--- src/sv/rvic_pkg.sv ---
// rvic_pkg: shared types, phase codes, opcode constants and font table
// for the retro VM instruction core. No dependencies.
`timescale 1ns / 1ps
package rvic_pkg;

	// input transaction
	typedef struct packed {
		logic        cmd;
		logic [11:0] load_addr;
		logic [7:0]  load_byte;
		logic        key_down;
		logic [3:0]  key_code;
		logic [7:0]  random_byte;
	} in_t;

	// result transaction
	typedef struct packed {
		logic [11:0] pc_after;
		logic [15:0] instr_word;
		logic        undefined_op;
		logic        clear_display;
		logic        waiting_key;
		logic        sound_on;
	} out_t;

	// controller phases (also the controller state)
	localparam logic [3:0] PH_CLEAR = 4'd0;
	localparam logic [3:0] PH_IDLE  = 4'd1;
	localparam logic [3:0] PH_LOAD  = 4'd2;
	localparam logic [3:0] PH_F0    = 4'd3;
	localparam logic [3:0] PH_F1    = 4'd4;
	localparam logic [3:0] PH_RX    = 4'd5;
	localparam logic [3:0] PH_RY    = 4'd6;
	localparam logic [3:0] PH_EXEC  = 4'd7;
	localparam logic [3:0] PH_FLAG  = 4'd8;
	localparam logic [3:0] PH_BRD   = 4'd9;
	localparam logic [3:0] PH_BWR   = 4'd10;
	localparam logic [3:0] PH_DONE  = 4'd11;

	typedef struct packed {
		logic [3:0] phase;
		logic       take;
		logic       push;
	} cmd_t;

	typedef struct packed {
		logic clr_last;
		logic blk_last;
		logic op_flag;
		logic op_blk;
		logic is_step;
		logic out_busy;
	} status_t;

	// top nibble opcodes
	localparam logic [3:0] OP_SYS  = 4'h0;
	localparam logic [3:0] OP_JP   = 4'h1;
	localparam logic [3:0] OP_CALL = 4'h2;
	localparam logic [3:0] OP_SEI  = 4'h3;
	localparam logic [3:0] OP_SNEI = 4'h4;
	localparam logic [3:0] OP_SER  = 4'h5;
	localparam logic [3:0] OP_LDI  = 4'h6;
	localparam logic [3:0] OP_ADDI = 4'h7;
	localparam logic [3:0] OP_ALU  = 4'h8;
	localparam logic [3:0] OP_SNER = 4'h9;
	localparam logic [3:0] OP_LDIX = 4'hA;
	localparam logic [3:0] OP_JPV0 = 4'hB;
	localparam logic [3:0] OP_RND  = 4'hC;
	localparam logic [3:0] OP_DRW  = 4'hD;
	localparam logic [3:0] OP_KEY  = 4'hE;
	localparam logic [3:0] OP_MISC = 4'hF;

	// ALU sub-ops
	localparam logic [3:0] ALU_MOV = 4'h0;
	localparam logic [3:0] ALU_OR  = 4'h1;
	localparam logic [3:0] ALU_AND = 4'h2;
	localparam logic [3:0] ALU_XOR = 4'h3;
	localparam logic [3:0] ALU_ADD = 4'h4;
	localparam logic [3:0] ALU_SUB = 4'h5;
	localparam logic [3:0] ALU_SHR = 4'h6;
	localparam logic [3:0] ALU_SBN = 4'h7;
	localparam logic [3:0] ALU_SHL = 4'hE;

	// low-byte codes
	localparam logic [7:0] LB_CLS  = 8'hE0;
	localparam logic [7:0] LB_RET  = 8'hEE;
	localparam logic [7:0] LB_SKP  = 8'h9E;
	localparam logic [7:0] LB_SKNP = 8'hA1;
	localparam logic [7:0] LB_GDT  = 8'h07;
	localparam logic [7:0] LB_WKEY = 8'h0A;
	localparam logic [7:0] LB_SDT  = 8'h15;
	localparam logic [7:0] LB_SST  = 8'h18;
	localparam logic [7:0] LB_ADDX = 8'h1E;
	localparam logic [7:0] LB_FONT = 8'h29;
	localparam logic [7:0] LB_BCD  = 8'h33;
	localparam logic [7:0] LB_STOR = 8'h55;
	localparam logic [7:0] LB_LOAD = 8'h65;

	localparam logic [11:0] PC_RESET  = 12'h200;
	localparam int          FONT_LEN  = 80;

	localparam logic [7:0] FONT_ROM [0:FONT_LEN-1] = '{
		8'hF0, 8'h90, 8'h90, 8'h90, 8'hF0, 8'h20, 8'h60, 8'h20, 8'h20, 8'h70,
		8'hF0, 8'h10, 8'hF0, 8'h80, 8'hF0, 8'hF0, 8'h10, 8'hF0, 8'h10, 8'hF0,
		8'h90, 8'h90, 8'hF0, 8'h10, 8'h10, 8'hF0, 8'h80, 8'hF0, 8'h10, 8'hF0,
		8'hF0, 8'h80, 8'hF0, 8'h90, 8'hF0, 8'hF0, 8'h10, 8'h20, 8'h40, 8'h40,
		8'hF0, 8'h90, 8'hF0, 8'h90, 8'hF0, 8'hF0, 8'h90, 8'hF0, 8'h10, 8'hF0,
		8'hF0, 8'h90, 8'hF0, 8'h90, 8'h90, 8'hE0, 8'h90, 8'hE0, 8'h90, 8'hE0,
		8'hF0, 8'h80, 8'h80, 8'h80, 8'hF0, 8'hE0, 8'h90, 8'h90, 8'h90, 8'hE0,
		8'hF0, 8'h80, 8'hF0, 8'h80, 8'hF0, 8'hF0, 8'h80, 8'hF0, 8'h80, 8'h80
	};

endpackage

--- src/sv/rvic_ctrl.sv ---
// rvic_ctrl: sequencing state machine for the instruction core.
// Depends on rvic_pkg.
`timescale 1ns / 1ps
module rvic_ctrl (
	input  logic             clk,
	input  logic             arst_n,
	input  logic             item_valid,
	output logic             item_stall,
	input  rvic_pkg::status_t sts,
	output rvic_pkg::cmd_t    cmd
);

	logic [3:0] state_q, state_d;

	// next state
	always_comb begin
		state_d = state_q;
		unique case (state_q)
			rvic_pkg::PH_CLEAR: if (sts.clr_last) state_d = rvic_pkg::PH_IDLE;
			rvic_pkg::PH_IDLE: begin
				if (item_valid) begin
					state_d = sts.is_step ? rvic_pkg::PH_F0 : rvic_pkg::PH_LOAD;
				end
			end
			rvic_pkg::PH_LOAD: state_d = rvic_pkg::PH_DONE;
			rvic_pkg::PH_F0:   state_d = rvic_pkg::PH_F1;
			rvic_pkg::PH_F1:   state_d = rvic_pkg::PH_RX;
			rvic_pkg::PH_RX:   state_d = rvic_pkg::PH_RY;
			rvic_pkg::PH_RY:   state_d = rvic_pkg::PH_EXEC;
			rvic_pkg::PH_EXEC: begin
				if (sts.op_flag) state_d = rvic_pkg::PH_FLAG;
				else if (sts.op_blk) state_d = rvic_pkg::PH_BRD;
				else state_d = rvic_pkg::PH_DONE;
			end
			rvic_pkg::PH_FLAG: state_d = rvic_pkg::PH_DONE;
			rvic_pkg::PH_BRD:  state_d = rvic_pkg::PH_BWR;
			rvic_pkg::PH_BWR: begin
				state_d = sts.blk_last ? rvic_pkg::PH_DONE : rvic_pkg::PH_BRD;
			end
			rvic_pkg::PH_DONE: if (!sts.out_busy) state_d = rvic_pkg::PH_IDLE;
			default: state_d = rvic_pkg::PH_IDLE;
		endcase
	end

	always_ff @(posedge clk or negedge arst_n) begin
		if (!arst_n) begin
			state_q <= rvic_pkg::PH_CLEAR;
		end else begin
			state_q <= state_d;
		end
	end

	assign item_stall = (state_q != rvic_pkg::PH_IDLE);
	assign cmd.phase  = state_q;
	assign cmd.take   = (state_q == rvic_pkg::PH_IDLE) && item_valid;
	assign cmd.push   = (state_q == rvic_pkg::PH_DONE) && !sts.out_busy;

endmodule

--- config.mk ---
export PLATFORM = sky130hd
export DESIGN_NAME = rvic_ctrl
export DESIGN_NICKNAME = d
export VERILOG_FILES = /design/src/sv/rvic_pkg.sv /design/src/sv/rvic_ctrl.sv
export SDC_FILE = /design/constraint.sdc
export NUM_CORES = 1
export LEC_CHECK = 0
export ABC_AREA = 0
export BUFFER_PORTS_ARGS = -buffer_cell sky130_fd_sc_hd__buf_2
export CAP_MARGIN = 20
export CELL_PAD_IN_SITES_DETAIL_PLACEMENT = 0
export CELL_PAD_IN_SITES_GLOBAL_PLACEMENT = 1
export CORE_AREA = 5 5 42 44
export CTS_BUF_LIST = sky130_fd_sc_hd__clkbuf_4 sky130_fd_sc_hd__clkbuf_8
export CTS_CLUSTER_SIZE = 40
export DETAILED_ROUTE_END_ITERATION = 6
export DIE_AREA = 0 0 47 49
export MAX_ROUTING_LAYER = met4
export PLACE_DENSITY_LB_ADDON = 0.1
export SETUP_SLACK_MARGIN = 0.05
export SYNTH_ARGS = -nofsm -noshare
export SYNTH_HDL_FRONTEND = slang
export SYNTH_SLANG_ARGS = --single-unit
export TNS_END_PERCENT = 20
--- constraint.sdc ---
create_clock -name clk -period 1.6 [get_ports clk]
set_clock_uncertainty 0.2 [all_clocks]
set_input_delay 0.16 -clock clk [delete_from_list [all_inputs] [get_ports clk]]
set_output_delay 0.16 -clock clk [all_outputs]
set_load 0.05 [all_outputs]
==> results of run 1 <==
[Yosys cell counts]
cell       instances  share of area, %
nor4_1             1               1.8
o21ai_0            2               2.8
nor2_1             1               1.1
or2_0              1               1.8
or2b_1             1               2.1
a2111oi_2          1               4.2
nor3_1             2               2.8
a21boi_0           1               2.1
nand2b_1           2               3.5
nor2b_1            3               5.3
a21oi_1            6               8.5
a22o_2             1               2.8
nor4b_1            1               2.5
xor2_1             1               2.5
buf_2              2               2.8
nor2_4             1               3.2
nand3b_1           1               2.1
a311oi_1           1               2.5
and3_2             1               2.1
buf_6              2               6.4
nor3b_1            1               2.1
nand4_1            1               1.8
nand2_1            3               3.2
dfrtp_1            4                28
and3_1             1               1.8
[cells by family (layout without fill, tap and decap cells)]
family                    count (synthesis)  count (layout)  synth area share, %
AOI/OAI and AO/OA                        12              12                 23.0
xor gates and xnor gates                  1               1                 2.47
buffers and inverters                     4              27                 9.19
DFF                                       4               4                 28.3
and+or+nand+nor                          21              21                 37.1
[power by group through the flow]
stage / clock network [uW] / registers, uW / logic (uW)
finish: 122 / 259 / 948
floorplan: 0 / 363 / 575
global placement: 0 / 291 / 763
global route: 137 / 268 / 1020
CTS: 126 / 261 / 914
detailed placement: 0 / 297 / 765
[final timing paths]
kind                                             start                endpoint  slack [ps]  depth (start not counted)
worst max register to register  state_q[3]$_DFFE_PN0P_  state_q[0]$_DFFE_PN0P_          40                          4
worst max-delay path            state_q[1]$_DFFE_PN0P_                  cmd[1]          20                          3
worst min-delay path                            arst_n  state_q[3]$_DFFE_PN0P_          60                          2
worst min register to register  state_q[0]$_DFFE_PN0P_  state_q[0]$_DFFE_PN0P_         400                          1
min in group clk                                sts[0]  state_q[1]$_DFFE_PN0P_          60                          3
max in group asynchronous                       arst_n  state_q[1]$_DFFE_PN0P_        1000                          2
[worst max-delay path, cell delays in order, from the launching register on]
cell and delay [ps]:
dfrtp_2 430, nor3_2 200, and3_2 210, buf_6 150
[through the flow]
step	util, %	TNS [ps]
after floorplan	-	-129
after global placement	32.6	0
after detailed placement	32.6	0
after CTS	38.8	0
after global routing	39.9	-85.4
final	39.9	0
[timing repair]
item                                    CTS  global route
endpoints found under the setup margin    3             6
buffers inserted                          5             1
hold buffers                              1             0
gates resized for setup                   6             3
hold endpoints to repair                  4             0
[layout make-up]
| type | instances | area, um^2 |
|---|---|---|
| timing repair buffer | 24 | 158 |
| sequential | 4 | 105 |
| clock buffer | 3 | 22.5 |
| fill | 161 | 842 |
| multi-input combinational | 34 | 254 |
| tap | 16 | 20.0 |
[per-layer routing]
layer / vias up / share of wire [%] / track usage [%]
met5: - / 0 / -
met4: 0 / 1.8 / 6.91
met3: 2 / 4.7 / 1.11
met2: 12 / 51 / 15.4
met1: 193 / 42 / 13.7
li1: 200 / - / -
==> results_dict.tcl, run 1 <==
set metrics [dict create \
    start_util_pct 25.3 \
    layout_common_cells "buf_2 (13), buf_4 (7), a21oi_1 (6)" \
    groute.usage.overall_pct 10.7 \
    power_uw 1330 \
    io_buffer_count 15 \
    hold_class "in -> async" \
    numCtsBuffers 3 \
    final_area_um2 559 \
    p_sw_share_pct 51.7 \
    clock-sinks 4 \
    hold_violations 0 \
    area_growth_syn_to_layout_pct 58.0 \
    worst_slack_ps 21.4 \
    ios 16 \
    grt_pass1_vias 408 \
    worst_setup_path_start_kind "register" \
    holdWs_ps 57.7 \
    wl_per_cell_um 12.8 \
    syn_area_um2 354 \
    drt-vias-per-instance 5.02 \
    grt_pass1_wl_um 1760 \
    largest_register_ffs 4 \
    vias 407 \
    drive_gt1_share_pct 61.5 \
    pre_cts_ws_ps 69.7 \
    layout_commonest_cell "buf_2" \
    place.gp.congestion 0.790 \
    power-per-cell-area_mw_per_mm2 2380 \
    p_clk_share_pct 9.2 \
    yosysSeqAreaShare_pct 28.3 \
    switchingPower_uw 687 \
    cts_buffer_depth 2 \
    slew-limit-headroom_pct 81.1 \
    fmax_mhz 633 \
    finalSetupViolCount 0 \
    rsz0062_at_grt "true" \
    seqPwrFrac_pct 19.5 \
    leakagePower_uw 0.000249 \
    placed_area_um2 457 \
    place_inst 71 \
    firstDrtPassIters 4 \
    layout.cells.non_filler 81 \
    ant_nets 0 \
    grt_max_degree 11 \
    min_period_ps 1580 \
    wirelength_um 1030 \
    layout.nets 76 \
    p_int_uw 642 \
    h-tree-depth 1 \
    synth_cell_type_count 25 \
    insertion_delay_ps 230 \
    hpwlAfterDp_um 764 \
    reg.largest.list "state_q (4)" \
    path_max_fanout 5 \
    drc 0 \
    root_buffer "clkbuf_4" \
    combPwrFrac_pct 71.4 \
    crit_arrival_ps 1220 \
    run_status "complete, no violations" \
    cts_tree "built" \
    maxSlewViolCount 0 \
    overflow 0 \
    tightest_slew_ps 280 \
    antenna_found_initial 0 \
    synthCells 42 \
    vdd_ir_drop_max_mv 0.733 \
    crit_path_end_kind "output pin" \
    worstSetupPathType "reg -> out" \
    synth_nets 51 \
    die_y_um 49 \
    rows 14 \
    synth_seq_cells 4 \
    clkSlewWorstSetupHoldPaths_ps 40 \
    cap_violations 0 \
    synth.avg_cell_area_um2 8.43 \
    design.die.area_mm2 0.00230 \
    antenna_cells 0 \
    registers.top_by_ff_count "state_q" \
    fp.dieW_um 47 \
    core_area_mm2 0.00140 \
    drt_iter0_markers 8 \
    yosys_warnings 0 \
    period_share_pct 98.7 \
    crit_required_ps 1240 \
]
(Power assumes the default switching activity.)
==> inputs of run 2 (changes only) <==
==> constraint.sdc (replaced) <==
create_clock -name clk -period 1.4 [get_ports clk]
set_clock_uncertainty 0.2 [all_clocks]
set_input_delay 0.14 -clock clk [delete_from_list [all_inputs] [get_ports clk]]
set_output_delay 0.14 -clock clk [all_outputs]
set_load 0.05 [all_outputs]
==> run 2 against run 1 <==
Effect of this change: the run now ends with negative setup slack left; die area unchanged; core utilization grew 4.8 points; total power rose by 30%; via count rose by 2.9%; routed wire length is 7.6% higher; first-iteration DRC count is the same; highest routed layer unchanged.
==> results_dict.tcl, run 2 (same netlist as run 1, synthesis figures left out) <==
set metrics [dict create \
    run_status "finished, violations left" \
    violations "negative setup slack" \
    setup_tns_ps -819 \
    numCtsBuffers 3 \
    slowest_stage "dfrtp_2" \
    wirelength_um 1110 \
    hold_class "in -> reg" \
    drt_iter0_markers 8 \
    place.gp.congestion 0.830 \
    layout.cells.non_filler 87 \
    hold_violations 0 \
    layout_common_cells "buf_4 (14), buf_2 (10), a21oi_1 (6)" \
    crit_path_cell_trace "nor2b_4 > nor3b_4 > buf_6" \
    cap_violations 0 \
    grt_pass1_vias 419 \
    die_y_um 49 \
    maxSlewViolCount 0 \
    grt_pass1_wl_um 1860 \
    worst_setup_path_start_kind "register" \
    cp-startpoint "state_q[3]$_DFFE_PN0P_" \
    place_inst 79 \
    rsz0062_at_grt "true" \
    antenna_cells 0 \
    vdd_ir_drop_max_mv 1.10 \
    r2r-start "state_q[1]$_DFFE_PN0P_" \
    layout_commonest_cell "buf_4" \
    power-per-cell-area_mw_per_mm2 2750 \
    path_max_fanout 8 \
    hpwlAfterDp_um 821 \
    min_period_ps 1600 \
    grt_max_degree 11 \
    reg.largest.list "state_q (4)" \
    cp.depth 3 \
    fmax_mhz 624 \
    drc 0 \
    drt-vias-per-instance 4.82 \
    path_delay_family "flip-flops" \
    wl_per_cell_um 12.8 \
    period_share_pct 115 \
    worst_slack_ps -204 \
    drive_gt1_share_pct 64.8 \
    design.die.area_mm2 0.00230 \
    crit_required_ps 1060 \
    tightest_slew_ps 283 \
    layout.nets 82 \
    firstDrtPassIters 4 \
    r2r.worst_path.cells 5 \
    h-tree-depth 1 \
    start_util_pct 25.3 \
    antenna_found_initial 0 \
    ant_nets 0 \
    io_buffer_count 15 \
    regToRegSetupSlack_ps -180 \
    rows 14 \
    finalSetupViolCount 6 \
    crit_path_end_kind "output pin" \
    endpoint "cmd[0]" \
    fp.dieW_um 47 \
    groute.usage.overall_pct 11.4 \
    largest_register_ffs 4 \
    ios 16 \
    clkSlewWorstSetupHoldPaths_ps 40 \
    crit_arrival_ps 1260 \
    registers.top_by_ff_count "state_q" \
    clock-sinks 4 \
    vias 419 \
    utilization_pct 44.7 \
    crit_buf_inv 1 \
    worstSetupPathType "reg -> out" \
    cts_buffer_depth 2 \
    leakagePower_uw 0.000284 \
    insertion_delay_ps 230 \
    slew-limit-headroom_pct 80.9 \
    slowest_delay_ps 460 \
    overflow 0 \
    core_area_mm2 0.00140 \
    r2r-end "state_q[0]$_DFFE_PN0P_" \
    root_buffer "clkbuf_4" \
    area_growth_syn_to_layout_pct 77.0 \
    cts_tree "built" \
]
## run 2: worst register-to-register path: cells and delay by family (launching register included)
family                 cells  cell delay, ps
AND/OR/NAND/NOR            2             250
flip-flops                 1             440
AO/OA/AOI/OAI              2             390
buffers and inverters      1             150
## run 2: final cells by class
cell class | count | area [um^2]
clock buffers | 3 | 22.5
repair buffers | 30 | 221
fillers | 155 | 774
multi-input cells | 34 | 258
flip-flops and latches | 4 | 105
well taps | 16 | 20.0
## run 2: worst min-delay path by stage
stage               startpoint                     end  slack, ps  cells after the start
global placement        arst_n  state_q[2]$_DFFE_PN0P_       -250                      1
CTS                     arst_n  state_q[3]$_DFFE_PN0P_         50                      2
global route            arst_n  state_q[3]$_DFFE_PN0P_         60                      2
floorplan               arst_n  state_q[0]$_DFFE_PN0P_       -360                      0
detailed placement      arst_n  state_q[3]$_DFFE_PN0P_       -250                      1
finish                  sts[0]  state_q[1]$_DFFE_PN0P_         20                      3
## run 2: routing by layer
layer,global-route usage [%],part of all wire [%],vias up
met5,-,0,-
met4,5.53,1.7,0
met3,2.21,4.2,2
met2,17.0,49,10
met1,14.2,45,193
li1,-,-,214
## run 2: power by group
| part | internal, uW | switching, uW | leakage (uW) |
|---|---|---|---|
| Clock | 95.9 | 46.6 | 0.0000138 |
| Combinational | 610 | 630 | 0.000226 |
| Sequential | 183 | 156 | 0.0000444 |
| Total | 890 | 832 | 0.000284 |
## run 2: timing repair
item | in CTS | in global routing
hold endpoints to repair | 4 | 0
resized for setup | 12 | 5
hold buffers | 1 | 0
setup buffers | 2 | 2
pin swaps | 2 | 0
setup endpoints to repair | 8 | 10
## run 2: through the flow
stage / power (uW) / setup slack, ps / area, um^2 / hold WS, ps
6_report: 1720 / -204 / 627 / 23.4
3_5_place_dp: 1380 / -104 / 517 / -250
2_1_floorplan: 1070 / -276 / 385 / -356
4_1_cts: 1660 / -224 / 603 / 52.0
3_3_place_gp: 1370 / -85.3 / 517 / -252
5_1_grt: 1850 / -266 / 627 / 56.7
